$ cat src/rtl/core/cep_pkg.sv
// Shared types, constants and field tables for the cron expression parser.
package cep_pkg;

    localparam logic [2:0]  NUM_FIELDS = 3'd5;
    localparam logic [2:0]  COUNT_SAT  = 3'd6;
    localparam logic [13:0] BIG_LIMIT  = 14'd1000;

    localparam logic [2:0] ST_OK     = 3'd0;
    localparam logic [2:0] ST_COUNT  = 3'd1;
    localparam logic [2:0] ST_SYNTAX = 3'd2;
    localparam logic [2:0] ST_VALUE  = 3'd3;
    localparam logic [2:0] ST_STEP   = 3'd4;

    localparam logic [2:0] FLD_MINUTE  = 3'd0;
    localparam logic [2:0] FLD_HOUR    = 3'd1;
    localparam logic [2:0] FLD_DAY     = 3'd2;
    localparam logic [2:0] FLD_MONTH   = 3'd3;
    localparam logic [2:0] FLD_WEEKDAY = 3'd4;

    typedef enum logic [2:0] {
        FORM_START,
        FORM_STAR,
        FORM_SLASH,
        FORM_STEP,
        FORM_NUMBER,
        FORM_BAD
    } form_t;

    typedef enum logic [1:0] {
        CTRL_IDLE,
        CTRL_EXPAND,
        CTRL_EXPAND_END,
        CTRL_EMIT
    } ctrl_state_t;

    typedef struct packed {
        logic       command;
        logic [7:0] character;
    } req_t;

    typedef struct packed {
        logic [2:0]  status;
        logic [59:0] minute_mask;
        logic [23:0] hour_mask;
        logic [31:0] day_mask;
        logic [12:0] month_mask;
        logic [6:0]  weekday_mask;
    } res_t;

    typedef struct packed {
        logic take_byte;
        logic take_end;
        logic expand;
        logic emit;
    } ctrl_cmd_t;

    typedef struct packed {
        logic start_expand;
        logic expand_last;
    } dp_stat_t;

    function automatic logic [5:0] field_low(logic [2:0] f);
        logic [5:0] r;
        unique case (f)
            FLD_DAY, FLD_MONTH: r = 6'd1;
            default:            r = 6'd0;
        endcase
        return r;
    endfunction

    function automatic logic [5:0] field_high(logic [2:0] f);
        logic [5:0] r;
        unique case (f)
            FLD_MINUTE:  r = 6'd59;
            FLD_HOUR:    r = 6'd23;
            FLD_DAY:     r = 6'd31;
            FLD_MONTH:   r = 6'd12;
            default:     r = 6'd6;
        endcase
        return r;
    endfunction

    function automatic logic [5:0] field_size(logic [2:0] f);
        logic [5:0] r;
        unique case (f)
            FLD_MINUTE:  r = 6'd60;
            FLD_HOUR:    r = 6'd24;
            FLD_DAY:     r = 6'd31;
            FLD_MONTH:   r = 6'd12;
            default:     r = 6'd7;
        endcase
        return r;
    endfunction

    function automatic logic [59:0] star_mask(logic [2:0] f);
        logic [59:0] r;
        unique case (f)
            FLD_MINUTE:  r = {60{1'b1}};
            FLD_HOUR:    r = {36'd0, {24{1'b1}}};
            FLD_DAY:     r = {28'd0, {31{1'b1}}, 1'b0};
            FLD_MONTH:   r = {47'd0, {12{1'b1}}, 1'b0};
            default:     r = {53'd0, {7{1'b1}}};
        endcase
        return r;
    endfunction

endpackage

$ cat src/rtl/core/cep_ctrl.sv
// Controller state machine: request handshakes, step expansion sequencing, result emit.
module cep_ctrl (
    input  logic                clk,
    input  logic                rst_n,
    input  logic                req_valid,
    input  logic                req_command,
    output logic                req_ready,
    output logic                res_valid,
    input  logic                res_ready,
    input  cep_pkg::dp_stat_t   stat,
    output cep_pkg::ctrl_cmd_t  cmd
);

    cep_pkg::ctrl_state_t state_reg, state_next;
    logic                 res_valid_reg, res_valid_next;
    logic                 accept;

    always_ff @(posedge clk or negedge rst_n)
    begin
        if (!rst_n)
        begin
            state_reg     <= cep_pkg::CTRL_IDLE;
            res_valid_reg <= 1'b0;
        end
        else
        begin
            state_reg     <= state_next;
            res_valid_reg <= res_valid_next;
        end
    end

    always_comb
    begin
        state_next    = state_reg;
        req_ready     = (state_reg == cep_pkg::CTRL_IDLE) &&
                        (!req_command || !res_valid_reg || res_ready);
        accept        = req_valid && req_ready;
        cmd.take_byte = accept && !req_command;
        cmd.take_end  = accept && req_command;
        cmd.expand    = (state_reg == cep_pkg::CTRL_EXPAND) ||
                        (state_reg == cep_pkg::CTRL_EXPAND_END);
        cmd.emit      = (state_reg == cep_pkg::CTRL_EMIT);

        res_valid_next = res_valid_reg;
        if (cmd.emit)
            res_valid_next = 1'b1;
        else if (res_ready)
            res_valid_next = 1'b0;

        unique case (state_reg)
            cep_pkg::CTRL_IDLE:
            begin
                if (cmd.take_end)
                    state_next = stat.start_expand ? cep_pkg::CTRL_EXPAND_END
                                                   : cep_pkg::CTRL_EMIT;
                else if (cmd.take_byte && stat.start_expand)
                    state_next = cep_pkg::CTRL_EXPAND;
            end
            cep_pkg::CTRL_EXPAND:
            begin
                if (stat.expand_last)
                    state_next = cep_pkg::CTRL_IDLE;
            end
            cep_pkg::CTRL_EXPAND_END:
            begin
                if (stat.expand_last)
                    state_next = cep_pkg::CTRL_EMIT;
            end
            cep_pkg::CTRL_EMIT:
            begin
                state_next = cep_pkg::CTRL_IDLE;
            end
            default:
            begin
                state_next = cep_pkg::CTRL_IDLE;
            end
        endcase
    end

    assign res_valid = res_valid_reg;

    // result slot is always free when a result is loaded
    a_emit_slot_free: assert property (@(posedge clk) disable iff (!rst_n)
        (state_reg == cep_pkg::CTRL_EMIT) |-> !res_valid_reg)
        else $error("result loaded over pending result");

    a_emit_to_idle: assert property (@(posedge clk) disable iff (!rst_n)
        (state_reg == cep_pkg::CTRL_EMIT) |=> (state_reg == cep_pkg::CTRL_IDLE) && res_valid_reg)
        else $error("emit did not present result");

    a_end_path: assert property (@(posedge clk) disable iff (!rst_n)
        cmd.take_end |=> (state_reg == cep_pkg::CTRL_EXPAND_END) ||
                         (state_reg == cep_pkg::CTRL_EMIT))
        else $error("end request did not head toward emit");

endmodule

$ cat src/rtl/core/cep_dp.sv
// Datapath: token decode, number accumulation, field sets, step expansion, result register.
module cep_dp (
    input  logic                clk,
    input  logic                rst_n,
    input  cep_pkg::ctrl_cmd_t  cmd,
    input  cep_pkg::req_t       req,
    output cep_pkg::dp_stat_t   stat,
    output cep_pkg::res_t       res
);

    logic [2:0]     token_count_reg, token_count_next;
    logic           inside_reg, inside_next;
    cep_pkg::form_t form_reg, form_next;
    logic [13:0]    value_reg, value_next;
    logic           too_big_reg, too_big_next;
    logic [2:0]     first_error_reg, first_error_next;
    logic [59:0]    minute_set_reg, minute_set_next;
    logic [23:0]    hour_set_reg, hour_set_next;
    logic [31:0]    day_set_reg, day_set_next;
    logic [12:0]    month_set_reg, month_set_next;
    logic [6:0]     weekday_set_reg, weekday_set_next;
    logic [5:0]     v_reg, v_next;
    logic [5:0]     step_reg, step_next;
    logic [2:0]     xfield_reg, xfield_next;
    cep_pkg::res_t  res_reg, res_next;

    logic           is_space, is_digit, finish, field_ok, step_ok, num_ok, ok;
    logic [3:0]     digit;
    logic [13:0]    dig_value;
    logic           dig_big;
    logic [5:0]     lo, hi, size;
    logic [6:0]     v_sum;
    logic [59:0]    set_bits;
    logic [2:0]     set_field;
    logic           set_en;
    logic [2:0]     status;

    always_ff @(posedge clk or negedge rst_n)
    begin
        if (!rst_n)
        begin
            token_count_reg <= '0;
            inside_reg      <= 1'b0;
            form_reg        <= cep_pkg::FORM_START;
            value_reg       <= '0;
            too_big_reg     <= 1'b0;
            first_error_reg <= cep_pkg::ST_OK;
            minute_set_reg  <= '0;
            hour_set_reg    <= '0;
            day_set_reg     <= '0;
            month_set_reg   <= '0;
            weekday_set_reg <= '0;
        end
        else
        begin
            token_count_reg <= token_count_next;
            inside_reg      <= inside_next;
            form_reg        <= form_next;
            value_reg       <= value_next;
            too_big_reg     <= too_big_next;
            first_error_reg <= first_error_next;
            minute_set_reg  <= minute_set_next;
            hour_set_reg    <= hour_set_next;
            day_set_reg     <= day_set_next;
            month_set_reg   <= month_set_next;
            weekday_set_reg <= weekday_set_next;
        end
    end

    always_ff @(posedge clk)
    begin
        v_reg      <= v_next;
        step_reg   <= step_next;
        xfield_reg <= xfield_next;
        res_reg    <= res_next;
    end

    always_comb
    begin
        is_space = ((req.character >= 8'd9) && (req.character <= 8'd13)) ||
                   (req.character == 8'd32);
        is_digit = (req.character >= 8'h30) && (req.character <= 8'h39);
        digit    = req.character[3:0];

        dig_value = value_reg;
        dig_big   = too_big_reg;
        if (!too_big_reg)
        begin
            if (value_reg > cep_pkg::BIG_LIMIT)
                dig_big = 1'b1;
            else
                dig_value = (value_reg << 3) + (value_reg << 1) + {10'd0, digit};
        end

        field_ok = token_count_reg < cep_pkg::NUM_FIELDS;
        lo       = cep_pkg::field_low(token_count_reg);
        hi       = cep_pkg::field_high(token_count_reg);
        size     = cep_pkg::field_size(token_count_reg);
        step_ok  = !too_big_reg && (value_reg != 14'd0) && (value_reg <= {8'd0, size});
        num_ok   = !too_big_reg && (value_reg >= {8'd0, lo}) && (value_reg <= {8'd0, hi});
        finish   = inside_reg && (cmd.take_end || (cmd.take_byte && is_space));

        stat.start_expand = finish && field_ok && (form_reg == cep_pkg::FORM_STEP) && step_ok;
        v_sum             = {1'b0, v_reg} + {1'b0, step_reg};
        stat.expand_last  = v_sum > {1'b0, cep_pkg::field_high(xfield_reg)};

        token_count_next = token_count_reg;
        inside_next      = inside_reg;
        form_next        = form_reg;
        value_next       = value_reg;
        too_big_next     = too_big_reg;
        first_error_next = first_error_reg;
        minute_set_next  = minute_set_reg;
        hour_set_next    = hour_set_reg;
        day_set_next     = day_set_reg;
        month_set_next   = month_set_reg;
        weekday_set_next = weekday_set_reg;
        v_next           = v_reg;
        step_next        = step_reg;
        xfield_next      = xfield_reg;
        res_next         = res_reg;
        set_bits         = '0;
        set_field        = token_count_reg;
        set_en           = 1'b0;

        if (cmd.take_byte && !is_space)
        begin
            inside_next = 1'b1;
            unique case (form_reg)
                cep_pkg::FORM_START:
                begin
                    if (req.character == 8'h2A)
                        form_next = cep_pkg::FORM_STAR;
                    else if (is_digit)
                    begin
                        form_next    = cep_pkg::FORM_NUMBER;
                        value_next   = dig_value;
                        too_big_next = dig_big;
                    end
                    else
                        form_next = cep_pkg::FORM_BAD;
                end
                cep_pkg::FORM_STAR:
                begin
                    form_next = (req.character == 8'h2F) ? cep_pkg::FORM_SLASH
                                                         : cep_pkg::FORM_BAD;
                end
                cep_pkg::FORM_SLASH, cep_pkg::FORM_STEP:
                begin
                    if (is_digit)
                    begin
                        form_next    = cep_pkg::FORM_STEP;
                        value_next   = dig_value;
                        too_big_next = dig_big;
                    end
                    else
                        form_next = cep_pkg::FORM_BAD;
                end
                cep_pkg::FORM_NUMBER:
                begin
                    if (is_digit)
                    begin
                        value_next   = dig_value;
                        too_big_next = dig_big;
                    end
                    else
                        form_next = cep_pkg::FORM_BAD;
                end
                default:
                begin
                    form_next = cep_pkg::FORM_BAD;
                end
            endcase
        end

        if (finish)
        begin
            if (field_ok)
            begin
                unique case (form_reg)
                    cep_pkg::FORM_STAR:
                    begin
                        set_bits = cep_pkg::star_mask(token_count_reg);
                        set_en   = 1'b1;
                    end
                    cep_pkg::FORM_STEP:
                    begin
                        if (too_big_reg)
                        begin
                            if (first_error_reg == cep_pkg::ST_OK)
                                first_error_next = cep_pkg::ST_VALUE;
                        end
                        else if (!step_ok)
                        begin
                            if (first_error_reg == cep_pkg::ST_OK)
                                first_error_next = cep_pkg::ST_STEP;
                        end
                        v_next      = lo;
                        step_next   = value_reg[5:0];
                        xfield_next = token_count_reg;
                    end
                    cep_pkg::FORM_NUMBER:
                    begin
                        if (!num_ok)
                        begin
                            if (first_error_reg == cep_pkg::ST_OK)
                                first_error_next = cep_pkg::ST_VALUE;
                        end
                        else
                        begin
                            set_bits[value_reg[5:0]] = 1'b1;
                            set_en                   = 1'b1;
                        end
                    end
                    default:
                    begin
                        if (first_error_reg == cep_pkg::ST_OK)
                            first_error_next = cep_pkg::ST_SYNTAX;
                    end
                endcase
            end
            if (token_count_reg < cep_pkg::COUNT_SAT)
                token_count_next = token_count_reg + 3'd1;
            inside_next  = 1'b0;
            form_next    = cep_pkg::FORM_START;
            value_next   = '0;
            too_big_next = 1'b0;
        end

        if (cmd.expand)
        begin
            set_bits        = '0;
            set_bits[v_reg] = 1'b1;
            set_field       = xfield_reg;
            set_en          = 1'b1;
            v_next          = v_sum[5:0];
        end

        if (set_en)
        begin
            unique case (set_field)
                cep_pkg::FLD_MINUTE: minute_set_next  = minute_set_reg  | set_bits;
                cep_pkg::FLD_HOUR:   hour_set_next    = hour_set_reg    | set_bits[23:0];
                cep_pkg::FLD_DAY:    day_set_next     = day_set_reg     | set_bits[31:0];
                cep_pkg::FLD_MONTH:  month_set_next   = month_set_reg   | set_bits[12:0];
                default:             weekday_set_next = weekday_set_reg | set_bits[6:0];
            endcase
        end

        status = (token_count_reg != cep_pkg::NUM_FIELDS) ? cep_pkg::ST_COUNT
                                                           : first_error_reg;
        ok     = (status == cep_pkg::ST_OK);

        if (cmd.emit)
        begin
            res_next.status       = status;
            res_next.minute_mask  = ok ? minute_set_reg  : '0;
            res_next.hour_mask    = ok ? hour_set_reg    : '0;
            res_next.day_mask     = ok ? day_set_reg     : '0;
            res_next.month_mask   = ok ? month_set_reg   : '0;
            res_next.weekday_mask = ok ? weekday_set_reg : '0;
            token_count_next = '0;
            inside_next      = 1'b0;
            form_next        = cep_pkg::FORM_START;
            value_next       = '0;
            too_big_next     = 1'b0;
            first_error_next = cep_pkg::ST_OK;
            minute_set_next  = '0;
            hour_set_next    = '0;
            day_set_next     = '0;
            month_set_next   = '0;
            weekday_set_next = '0;
        end
    end

    assign res = res_reg;

    a_count_sat: assert property (@(posedge clk) disable iff (!rst_n)
        token_count_reg <= cep_pkg::COUNT_SAT)
        else $error("token count beyond saturation");

    a_expand_in_range: assert property (@(posedge clk) disable iff (!rst_n)
        cmd.expand |-> (v_reg <= cep_pkg::field_high(xfield_reg)) && (step_reg != 6'd0))
        else $error("step expansion outside field range");

    a_emit_clears: assert property (@(posedge clk) disable iff (!rst_n)
        cmd.emit |=> (token_count_reg == 3'd0) && !inside_reg &&
                     (first_error_reg == cep_pkg::ST_OK))
        else $error("state not cleared after result");

endmodule

$ cat src/rtl/core/cron_expression_parser.sv
// Top level of the five-field cron expression parser.
// Byte request: a token ending in a valid step form then sets each value of its step (up to 60),
// the datapath setting one mask bit a cycle.
// End request: result loaded in the EMIT state, after expansion of any open step token.
// A byte request is taken while a result waits; an end request waits for the result slot.
// rst_n is asynchronous active low and clears parser state; the next expression starts clean.
module cron_expression_parser (
    input  logic           clk,
    input  logic           rst_n,
    input  logic           req_valid,
    output logic           req_ready,
    input  cep_pkg::req_t  req,
    output logic           res_valid,
    input  logic           res_ready,
    output cep_pkg::res_t  res
);

    cep_pkg::ctrl_cmd_t cmd;
    cep_pkg::dp_stat_t  stat;

    cep_ctrl u_ctrl (
        .clk         (clk),
        .rst_n       (rst_n),
        .req_valid   (req_valid),
        .req_command (req.command),
        .req_ready   (req_ready),
        .res_valid   (res_valid),
        .res_ready   (res_ready),
        .stat        (stat),
        .cmd         (cmd)
    );

    cep_dp u_dp (
        .clk   (clk),
        .rst_n (rst_n),
        .cmd   (cmd),
        .req   (req),
        .stat  (stat),
        .res   (res)
    );

endmodule
$ cat config.mk
export PLATFORM = sky130hd
export DESIGN_NAME = cron_expression_parser
export DESIGN_NICKNAME = d
export VERILOG_FILES = /design/src/rtl/core/cep_pkg.sv /design/src/rtl/core/cep_ctrl.sv /design/src/rtl/core/cep_dp.sv /design/src/rtl/core/cron_expression_parser.sv
export SDC_FILE = /design/constraint.sdc
export NUM_CORES = 1
export LEC_CHECK = 0
export BUFFER_PORTS_ARGS = -buffer_cell sky130_fd_sc_hd__buf_2
export CAP_MARGIN = 20
export CORE_AREA = 2 2 188 190
export CTS_CLUSTER_SIZE = 20
export DETAILED_ROUTE_END_ITERATION = 10
export DIE_AREA = 0 0 190 192
export PLACE_DENSITY = 0.73
export RECOVER_POWER = 25
export SYNTH_ARGS = -nofsm -noshare
export SYNTH_HDL_FRONTEND = slang
export SYNTH_SLANG_ARGS = --single-unit
$ cat constraint.sdc
create_clock -name clk -period 4.8 [get_ports clk]
set_clock_uncertainty 0.05 [all_clocks]
set_input_delay 0.96 -clock clk [delete_from_list [all_inputs] [get_ports clk]]
set_output_delay 0.96 -clock clk [all_outputs]
set_load 0.005 [all_outputs]
# After elaboration in Yosys (flattened, before gate mapping)
# Cells that the tools add are included.
# W data, S select, Z words.
# word_totals
reg_bits,318
latch_bits,0
ramBits,0
romBits,0
in_bits,13
out_inout_bits,141
wordCells,232
n_memories,0
# classes
n_addsub,4
multipliers,0
div,0
order_cmp,15
eq_ne,30
shifts,0
muxes,89
bitwise,5
n_reduce_logical,67
# op_table
op,n
$mux W60,7
$pmux W60 S4,1
$pmux W60 S2,1
$mux W14,7
$mux W32,3
$mux W24,3
$pmux W6 S4,3
$mux W3,21
$or A60 B60 Y60,1
$mux W13,3
$or A32 B32 Y32,1
$le A14 B6 Y1,2
$pmux W14 S2,1
$eq A3 B2 Y1 const B,8
$eq A8 B6 Y1 const B,3
$mux W6,4
$or A24 B24 Y24,1
$reduce_bool A2 Y1,12
$mux W1,21
$mux W7,3
$logic_and A1 B1 Y1,19
$logic_not A3 Y1,6
$add A14 B14 Y14,1
$add A14 B4 Y14,1
other kinds (42),77

# Logic depth before layout (Yosys ltp)
# Gate-level depths: netlist (run 1).
# logic_depth
depth_word,16
mapped_depth,16
ltp_nobuf,16

# Cells and area by module
# A second synthesis (run 1) with hierarchy kept.
# unflattened
hier_cells,1214
area_unflattened_um2,14802.9
# modules_own_cells
module,n_inst,cells_each,area_per_inst_um2,seq_area_each_um2
cep_dp,1,1186,14527.7,8653.3
cep_ctrl,1,28,275.3,75.1

# Least setup slack after synthesis (run 1)
# OpenSTA, ideal clock, no wires.
# synth_timing
kind,reg-to-reg
start,register u_ctrl.state_reg[0]
end,register u_dp.weekday_set_reg[0]
setup_time_ns,0.073
arrival_time_ns,5.037
required_time_ns,4.677
path_slack_ns,-0.360
stages_incl_launch_ff,8
n_path_buf,2
synth_period_minus_slack_ns,5.160
path_cell_list,dfrtp_1 ha_1 clkbuf_1 clkbuf_8 a211oi_1 nor3_1 a21oi_1 nor2_1
# synth_via
elab_chain_len,13
word_cells_on_any_way,29
classes_between,eq/ne: 7; mux: 8; bitwise: 1; reduce/logical: 13
# synth_lines
item,line,source
from (decl),cep_ctrl.sv:14,"cep_pkg::ctrl_state_t state_reg, state_next;"
from (signal assigned),cep_ctrl.sv:22,state_reg <= cep_pkg::CTRL_IDLE;
from (signal assigned),cep_ctrl.sv:27,state_reg <= state_next;
$logic_not A2 Y1,cep_ctrl.sv:35,req_ready = (state_reg == cep_pkg::CTRL_IDLE) &&
$logic_and A1 B1 Y1,cep_ctrl.sv:35,
$logic_and A1 B1 Y1,cep_ctrl.sv:37,accept = req_valid && req_ready;
$logic_and A1 B1 Y1,cep_ctrl.sv:38,cmd.take_byte = accept && !req_command;
$logic_and A1 B1 Y1,cep_dp.sv:101,finish = inside_reg && (cmd.take_end || (cmd.take_byte && is_space));
$logic_or A1 B1 Y1,cep_dp.sv:101,
$logic_and A1 B1 Y1,cep_dp.sv:101,
$mux W60,cep_dp.sv:176,if (finish)
$mux W60,cep_dp.sv:230,if (cmd.expand)
$or A7 B7 Y7,cep_dp.sv:246,default: weekday_set_next = weekday_set_reg | set_bits[6:0];
$mux W7,cep_dp.sv:241,unique case (set_field)
$mux W7,cep_dp.sv:239,if (set_en)
$mux W7,cep_dp.sv:254,if (cmd.emit)
to (signal assigned),cep_dp.sv:66,weekday_set_reg <= weekday_set_next;
to (decl),cep_dp.sv:21,"logic [6:0] weekday_set_reg, weekday_set_next;"
# Parallel ways exist; a longest one is shown, timed or not. The select of a mux whose other input is x is not followed.
# A chain may end at the register's enable or synchronous reset.

# Final worst setup path (run 1)
# layout_timing
start,register u_dp.token_count_reg[2]
end,register u_dp.day_set_reg[19]
# layout_via
elab_chain_len,15
word_cells_on_any_way,32
classes_between,order compare: 3; eq/ne: 4; mux: 17; bitwise: 1; reduce/logical: 7
# layout_lines
item,line,source
from (decl),cep_dp.sv:11,"logic [2:0] token_count_reg, token_count_next;"
from (signal assigned),cep_dp.sv:56,token_count_reg <= token_count_next;
$eq A3 B2 Y1,"cep_pkg.sv:64, cep_pkg.sv:73, cep_pkg.sv:97",
$reduce_or A2 Y1,cep_pkg.sv:64,unique case (f)
$mux W1,cep_pkg.sv:64,
$ge A14 B1 Y1,cep_dp.sv:100,"num_ok = !too_big_reg && (value_reg >= {8'd0, lo}) && (value_reg <= {8'd0, hi});"
$logic_and A1 B1 Y1 (2 in series),cep_dp.sv:100,
$mux W60,cep_dp.sv:204,if (!num_ok)
$pmux W60 S2,cep_dp.sv:180,unique case (form_reg)
$mux W60,cep_dp.sv:178,if (field_ok)
$mux W60,cep_dp.sv:176,
$mux W60,cep_dp.sv:230,
$or A32 B32 Y32,cep_dp.sv:244,cep_pkg::FLD_DAY: day_set_next = day_set_reg | set_bits[31:0];
$mux W32,cep_dp.sv:241,
$mux W32,cep_dp.sv:239,
$mux W32,cep_dp.sv:254,
to (signal assigned),cep_dp.sv:64,day_set_reg <= day_set_next;
to (decl),cep_dp.sv:19,"logic [31:0] day_set_reg, day_set_next;"
# Parallel ways exist; a longest one is shown, timed or not. The select of a mux whose other input is x is not followed.

==> results of run 1 <==
-- worst max-delay path, cell delays in order (launching register included) --
cell	delay, ns
dfrtp_1	0.66
inv_1	0.19
ha_1	0.26
nor2_1	0.20
inv_1	0.14
a211oi_1	0.23
ha_1	0.28
o21ai_0	0.16
a21oi_1	0.07
o211ai_1	0.40
a2111oi_4	0.23
nor3_4	0.95
nor2_1	0.08
a211oi_1	0.27
-- cell type report --
cell class / instances / area [um^2]
sequential: 318 / 8728
inverter: 33 / 123.9
multi-input combinational: 1020 / 6235
timing repair buffer: 175 / 962.2
fill: 2978 / 16610
tap: 455 / 569.3
clock buffer: 43 / 914.6
clock inverter: 17 / 140.1
-- path summary, 6_finish.rpt --
check                                                     from                            endpoint  slack [ns]  cells past startpoint
setup / recovery           u_dp.token_count_reg[2]$_DFFE_PN0P_    u_dp.day_set_reg[19]$_DFFE_PN0P_        0.50                     13
hold / removal              u_dp.month_set_reg[10]$_DFFE_PN0P_  u_dp.month_set_reg[10]$_DFFE_PN0P_        0.44                      2
setup reg to reg           u_dp.token_count_reg[2]$_DFFE_PN0P_    u_dp.day_set_reg[19]$_DFFE_PN0P_        0.50                     13
hold reg to reg             u_dp.month_set_reg[10]$_DFFE_PN0P_  u_dp.month_set_reg[10]$_DFFE_PN0P_        0.44                      2
max in group asynchronous                                rst_n    u_dp.day_set_reg[13]$_DFFE_PN0P_        1.01                      2
min in group asynchronous                                rst_n     u_dp.day_set_reg[9]$_DFFE_PN0P_        1.54                      1
-- cells in the mapped netlist (6+ instances only) --
| library cell | instances | share of area (%) |
|---|---|---|
| buf_2 | 14 | 0.45 |
| a21oi_1 | 143 | 4.6 |
| nor4_1 | 18 | 0.72 |
| mux2i_1 | 13 | 0.84 |
| o21ba_2 | 7 | 0.45 |
| nand3b_1 | 10 | 0.48 |
| clkbuf_8 | 11 | 0.97 |
| nor2_1 | 289 | 7.0 |
| dfrtp_1 | 164 | 26 |
| nor3_1 | 19 | 0.61 |
| and2_1 | 144 | 5.8 |
| nand2_1 | 32 | 0.77 |
| edfxtp_1 | 154 | 30 |
| xnor2_1 | 13 | 0.73 |
| nand4_1 | 25 | 1.0 |
| o21ba_1 | 10 | 0.64 |
| a21o_1 | 6 | 0.29 |
| nand3_1 | 13 | 0.42 |
| clkbuf_1 | 48 | 1.2 |
| a211oi_1 | 40 | 1.9 |
| and3_1 | 6 | 0.24 |
| ha_1 | 55 | 4.4 |
| inv_1 | 32 | 0.77 |
| nor2b_1 | 10 | 0.40 |
| o21ai_0 | 47 | 1.5 |
| o22ai_1 | 6 | 0.24 |
| nand2b_1 | 9 | 0.36 |
-- metrics by stage --
stage	cell area, um^2	util [%]
after global placement	16590	48.38
final	17670	51.54
after floorplan	15580	-
after detailed placement	16590	48.38
after global routing	17670	51.54
after CTS	17640	51.46
-- report_power, final --
group | switching [mW] | total (mW) | leakage, nW | internal [mW]
logic | 1.53 | 2.35 | 3.21 | 0.826
clock network | 1.08 | 2.45 | 0.520 | 1.37
registers | 0.369 | 3.77 | 3.77 | 3.40
total | 2.98 | 8.57 | 7.50 | 5.59
-- layer usage --
layer | vias to the layer above | GRT usage (%)
li1 | 5401 | -
met1 | 5474 | 27.57
met2 | 378 | 32.80
met3 | 77 | 3.033
met4 | 0 | 7.662
met5 | - | 0
-- logic make-up after synthesis --
logic type / Yosys count / share of synthesized area (%)
compound gates: 304 / 12.38
flops: 318 / 56.04
mux: 15 / 0.9800
buf+inv: 117 / 4.001
fa+ha+maj: 58 / 4.804
simple gates: 627 / 20.89
xor+xnor: 16 / 0.8998
==> key figures, run 1 <==
Finish
  – Most frequent cells in the layout: 289 x nor2_1, 164 x dfrtp_1, 154 x edfxtp_1
  – Fin nets: 1653
  – Layout area overhead: 13.47%
  – Commonest non-fill, non-tap cell in the layout: nor2_1
  – Max reg flops: 139
  – Share of post-route cells with drive strength above 1: 16.94%
  – Antenna fix cells: 0
  – Fin cells: 2061

Floorplan
  – I/O Pins: 154
  – Initial Util: 45.42%
  – Core area: 34290 um^2
  – Chip Height: 192 um
  – Die area: 36480 um^2
  – Chip width: 190 um
  – Std-Cell Rows: 68

GRT
  – Total grt overflow: 0
  – Total track usage: 20.22%
  – First-pass GRT wire length: 58240 um
  – Vias in the first global route: 10870
  – Largest net degree at the start of global routing: 201
  – Antenna violations before repair: 0

Synth
  – Sequential fraction of the synthesis area: 56.04%
  – Synth Flop Type: dfrtp_1
  – EDFF count, synth: 154
  – Post-Syn Nets: 1526
  – Synth unique cells: 80
  – Syn Std Cell Area: 15570 um^2
  – Post-synthesis async set-or-reset flop share: 51.57%
  – Seq cells post-synth: 318
  – Synthesized area per cell: 10.70 um^2
  – Yosys warns: 0
  – Mapped Cells: 1455

Placed design
  – Gpl congestion: 0.9249
  – Port Buffers: 153
  – Pre-CTS setup slack: 0.5996 ns
  – Post-DP HPWL: 25510 um
  – Dpl cells: 1997

Worst setup path
  – Crit path arrival time: 4.66 ns
  – WS Path Type: reg2reg
  – Crit-path max FO: 24
  – Critical Path RT: 5.16 ns
  – CP startpoint kind: flip-flop
  – Setup crit end kind: flip-flop

Routing
  – Via density: 5.497
  – WL met1: 15950 um
  – Vias: 11330
  – Met2 wire len: 17750 um
  – Drt pass-1 iters: 7
  – Antenna Nets Post-Route: 0
  – Total wire length: 37210 um
  – Highest Signal Layer: met4
  – Drt drc: 0
  – Met3 Routed Length: 2332 um
  – Iter 0 DRT Violations: 1062
  – WL/cell: 18.06 um

STA
  – Fin crit share: 89.67%
  – Fin crit period: 4.304 ns
  – RSZ-0062 raised after global routing: false
  – PnR worst setup slack: 0.4956 ns
  – Final TNS setup: 0 ns
  – Tightest Pin Transition: 3.451 ns
  – Worst hold slack: 0.4408 ns
  – Worst rel slew slack: -130.1%
  – Fmax: 232.3 MHz
  – Final hold vios: 0
  – Fin. max-slew vios: 61
  – Finish-stage setup viols: 0

Run
  – Max cap viols: 1

Clocking
  – Clk buf depth: 3
  – # resized after CTS: 0
  – CTS tree: built
  – Setup Fix Bufs, Post-CTS: 0
  – H-tree depth: 2
  – CTS sink cnt: 318
  – CTS root buf: clkbuf_16
  – Clock transition at path regs: 0.06 ns
  – Number of hold buffers added after CTS: 0
  – Insertion delay to the later sink of the worst-skew pair: 0.53 ns
  – Cts bufs inserted: 34

Power and ir drop
  – VDD IR max: 0.3150 mV
  – Overall Power: 8.570 mW
  – Pwr dens: 484.9 nW/um^2
  – Static Leakage: 7.498 nW

Worst hold path
  – Hold WC Path Type: reg2reg

Run status
  – Outcome: finished with violations
  – Failing checks: capacitance limit, slew limit
No activity file was read; power rests on OpenSTA's default activity.
==> run 2: changes to the inputs <==
- HOLD_SLACK_MARGIN: not set -> 0.05
- clock period: 4.8 -> 3.5 ns (I/O delays scaled with it)
==> key figures, run 2 (synthesized netlist as in run 1, its figures left out) <==
Run status
  – Outcome: complete, no violations

STA
  – Fmax: 285.8 MHz (+23%)
  – Final TNS setup: 0 ns (unchanged)
  – RSZ-0062 raised after global routing: true
  – Fin. max-slew vios: 0 (-100%)
  – PnR worst setup slack: 0.0009250 ns (-0.4947 ns)
  – Worst rel slew slack: 33.36% (+160 points)
  – Final hold vios: 0 (unchanged)
  – Fin crit period: 3.499 ns (-0.8053 ns)
  – Fin crit share: 99.97% (+10 points)
  – Tightest Pin Transition: 0.9979 ns (-2.453 ns)
  – Finish-stage setup viols: 0 (unchanged)

Floorplan
  – Core area: 34290 um^2 (unchanged)
  – I/O Pins: 154 (unchanged)
  – Die area: 36480 um^2 (unchanged)
  – Chip width: 190 um (unchanged)
  – Initial Util: 45.42% (unchanged)
  – Chip Height: 192 um (unchanged)
  – Std-Cell Rows: 68 (unchanged)

GRT
  – Total grt overflow: 0 (unchanged)
  – Total track usage: 21.19% (+0.96 points)
  – Vias in the first global route: 11470 (+5.5%)
  – Antenna violations before repair: 0 (unchanged)
  – First-pass GRT wire length: 61390 um (+5.4%)
  – Largest net degree at the start of global routing: 154 (-23%)

Power and ir drop
  – VDD IR max: 0.4966 mV (+58%)
  – Pwr dens: 708.9 nW/um^2 (+46%)
  – Overall Power: 13.56 mW (+58%)
  – Static Leakage: 8.155 nW (+8.8%)

Run
  – Max cap viols: 0 (-1)

Routing
  – WL/cell: 18.87 um (+4.5%)
  – Via density: 5.607 (+2.0%)
  – Drt drc: 0 (unchanged)
  – Total wire length: 40560 um (+9.0%)
  – Drt pass-1 iters: 5 (-2)
  – Iter 0 DRT Violations: 1224 (+15%)
  – Vias: 12060 (+6.4%)
  – Antenna Nets Post-Route: 0 (unchanged)

Clocking
  – Clock transition at path regs: 0.06 ns (about the same)
  – H-tree depth: 2 (unchanged)
  – CTS sink cnt: 318 (unchanged)
  – CTS root buf: clkbuf_16
  – Cts bufs inserted: 35 (+2.9%)
  – Insertion delay to the later sink of the worst-skew pair: 0.53 ns (about the same)
  – Clk buf depth: 3 (unchanged)
  – CTS tree: built

Finish
  – Final Instance Area: 19120 um^2 (+8.2%)
  – Share of post-route cells with drive strength above 1: 26.25% (+9.3 points)
  – Layout area overhead: 22.79%
  – Max reg flops: 139 (unchanged)
  – Fin nets: 1739 (+5.2%)
  – Most frequent cells in the layout: 280 x nor2_1, 163 x dfrtp_1, 154 x buf_2, 154 x edfxtp_1, 144 x and2_1
  – Commonest non-fill, non-tap cell in the layout: nor2_1
  – Antenna fix cells: 0 (unchanged)
  – Post-layout util: 55.78% (+4.2 points)

Worst setup path
  – Setup crit end kind: flip-flop
  – Worst R2R Setup Slack: 0.0009 ns (-0.49 ns)
  – Crit-path max FO: 8 (-67%)
  – WS Path Type: reg2reg
  – CP startpoint kind: flip-flop
  – Critical Path RT: 3.82 ns (-1.34 ns)
  – Crit path arrival time: 3.82 ns (-0.84 ns)

Placed design
  – Post-DP HPWL: 26400 um (+3.5%)
  – Gpl congestion: 0.9167 (-0.89%)
  – Pre-CTS setup slack: -0.2024 ns (-0.8020 ns)
  – Area after DPL: 17030 um^2 (+2.7%)
  – Port Buffers: 153 (unchanged)

Worst hold path
  – Hold WC Path Type: reg2reg
run 2: cell count changes in the layout (fill, tap and decap cells not counted), sizes merged, moves of 3 or more:
| cell | change |
|---|---|
| clkinv | -3 |
| inv | +3 |
| clkbuf | -3 |
| bufinv | +4 |
| buf | +84 |
| nor3 | +3 |
run 2: what timing repair did:
item / in CTS / in global routing
cloned: 1 / 8
pin swaps: 5 / 22
hold buffers: 1 / 0
setup endpoints to repair: 133 / 138
buffers inserted: 3 / 19
endpoints found under the hold margin: 11 / 0
gates resized for setup: 14 / 104
run 2: report_power, final:
part           internal (mW)  switching (mW)  total (mW)  leakage (nW)
Clock                   2.22            1.55        3.77         0.579
Sequential              4.66           0.479        5.14          3.77
Combinational           1.90            2.75        4.65          3.81
Total                   8.77            4.79        13.6          8.15
run 2: worst max-delay path, stage by stage, from the launching register on:
cell	delay (ns)
dfrtp_1	0.43
inv_2	0.12
buf_6	0.11
ha_4	0.14
nor2b_4	0.15
inv_2	0.05
a211oi_2	0.23
ha_2	0.33
nand4_1	0.07
or2_4	0.11
o211ai_1	0.07
buf_4	0.17
a2111oi_4	0.32
buf_4	0.20
buf_6	0.11
nor3_4	0.04
buf_6	0.15
buf_6	0.12
clkbuf_16	0.17
a21oi_2	0.15
nor2_1	0.05
run 2: per-layer routing:
layer / global-route usage, % / wire length, um
met3: 2.923 / 2557
met1: 28.20 / 17030
met5: 0 / 0
met4: 7.513 / 1364
met2: 35.61 / 19610
run 2: final timing paths:
kind,from,end,depth (start not counted)
worst max-delay path,u_dp.token_count_reg[0]$_DFFE_PN0P_,u_dp.minute_set_reg[57]$_DFFE_PN0P_,20
worst min-delay path,u_dp.weekday_set_reg[0]$_DFFE_PN0P_,u_dp.weekday_set_reg[0]$_DFFE_PN0P_,2
worst max register to register,u_dp.token_count_reg[0]$_DFFE_PN0P_,u_dp.minute_set_reg[57]$_DFFE_PN0P_,20
worst min register to register,u_dp.weekday_set_reg[0]$_DFFE_PN0P_,u_dp.weekday_set_reg[0]$_DFFE_PN0P_,2
max in group asynchronous,rst_n,u_dp.token_count_reg[1]$_DFFE_PN0P_,3
min in group asynchronous,rst_n,u_dp.day_set_reg[3]$_DFFE_PN0P_,2
run 2: per-stage QoR:
stage | hold slack (ns) | cells
after floorplan | 0.3544 | 1455
after CTS | 0.4401 | 2123
final | 0.4380 | 2150
after global routing | 0.4586 | 2150
after global placement | 0.4188 | 2053
after detailed placement | 0.4263 | 2054
run 2: cell type report:
type                            count  area (um^2)
Fill cell                        2856        15160
Sequential cell                   318         8730
Timing Repair Buffer              257         1784
Clock inverter                     21        260.3
Inverter                           33        123.9
Clock buffer                       43        925.9
Tap cell                          455        569.3
Multi-Input combinational cell   1023         6731
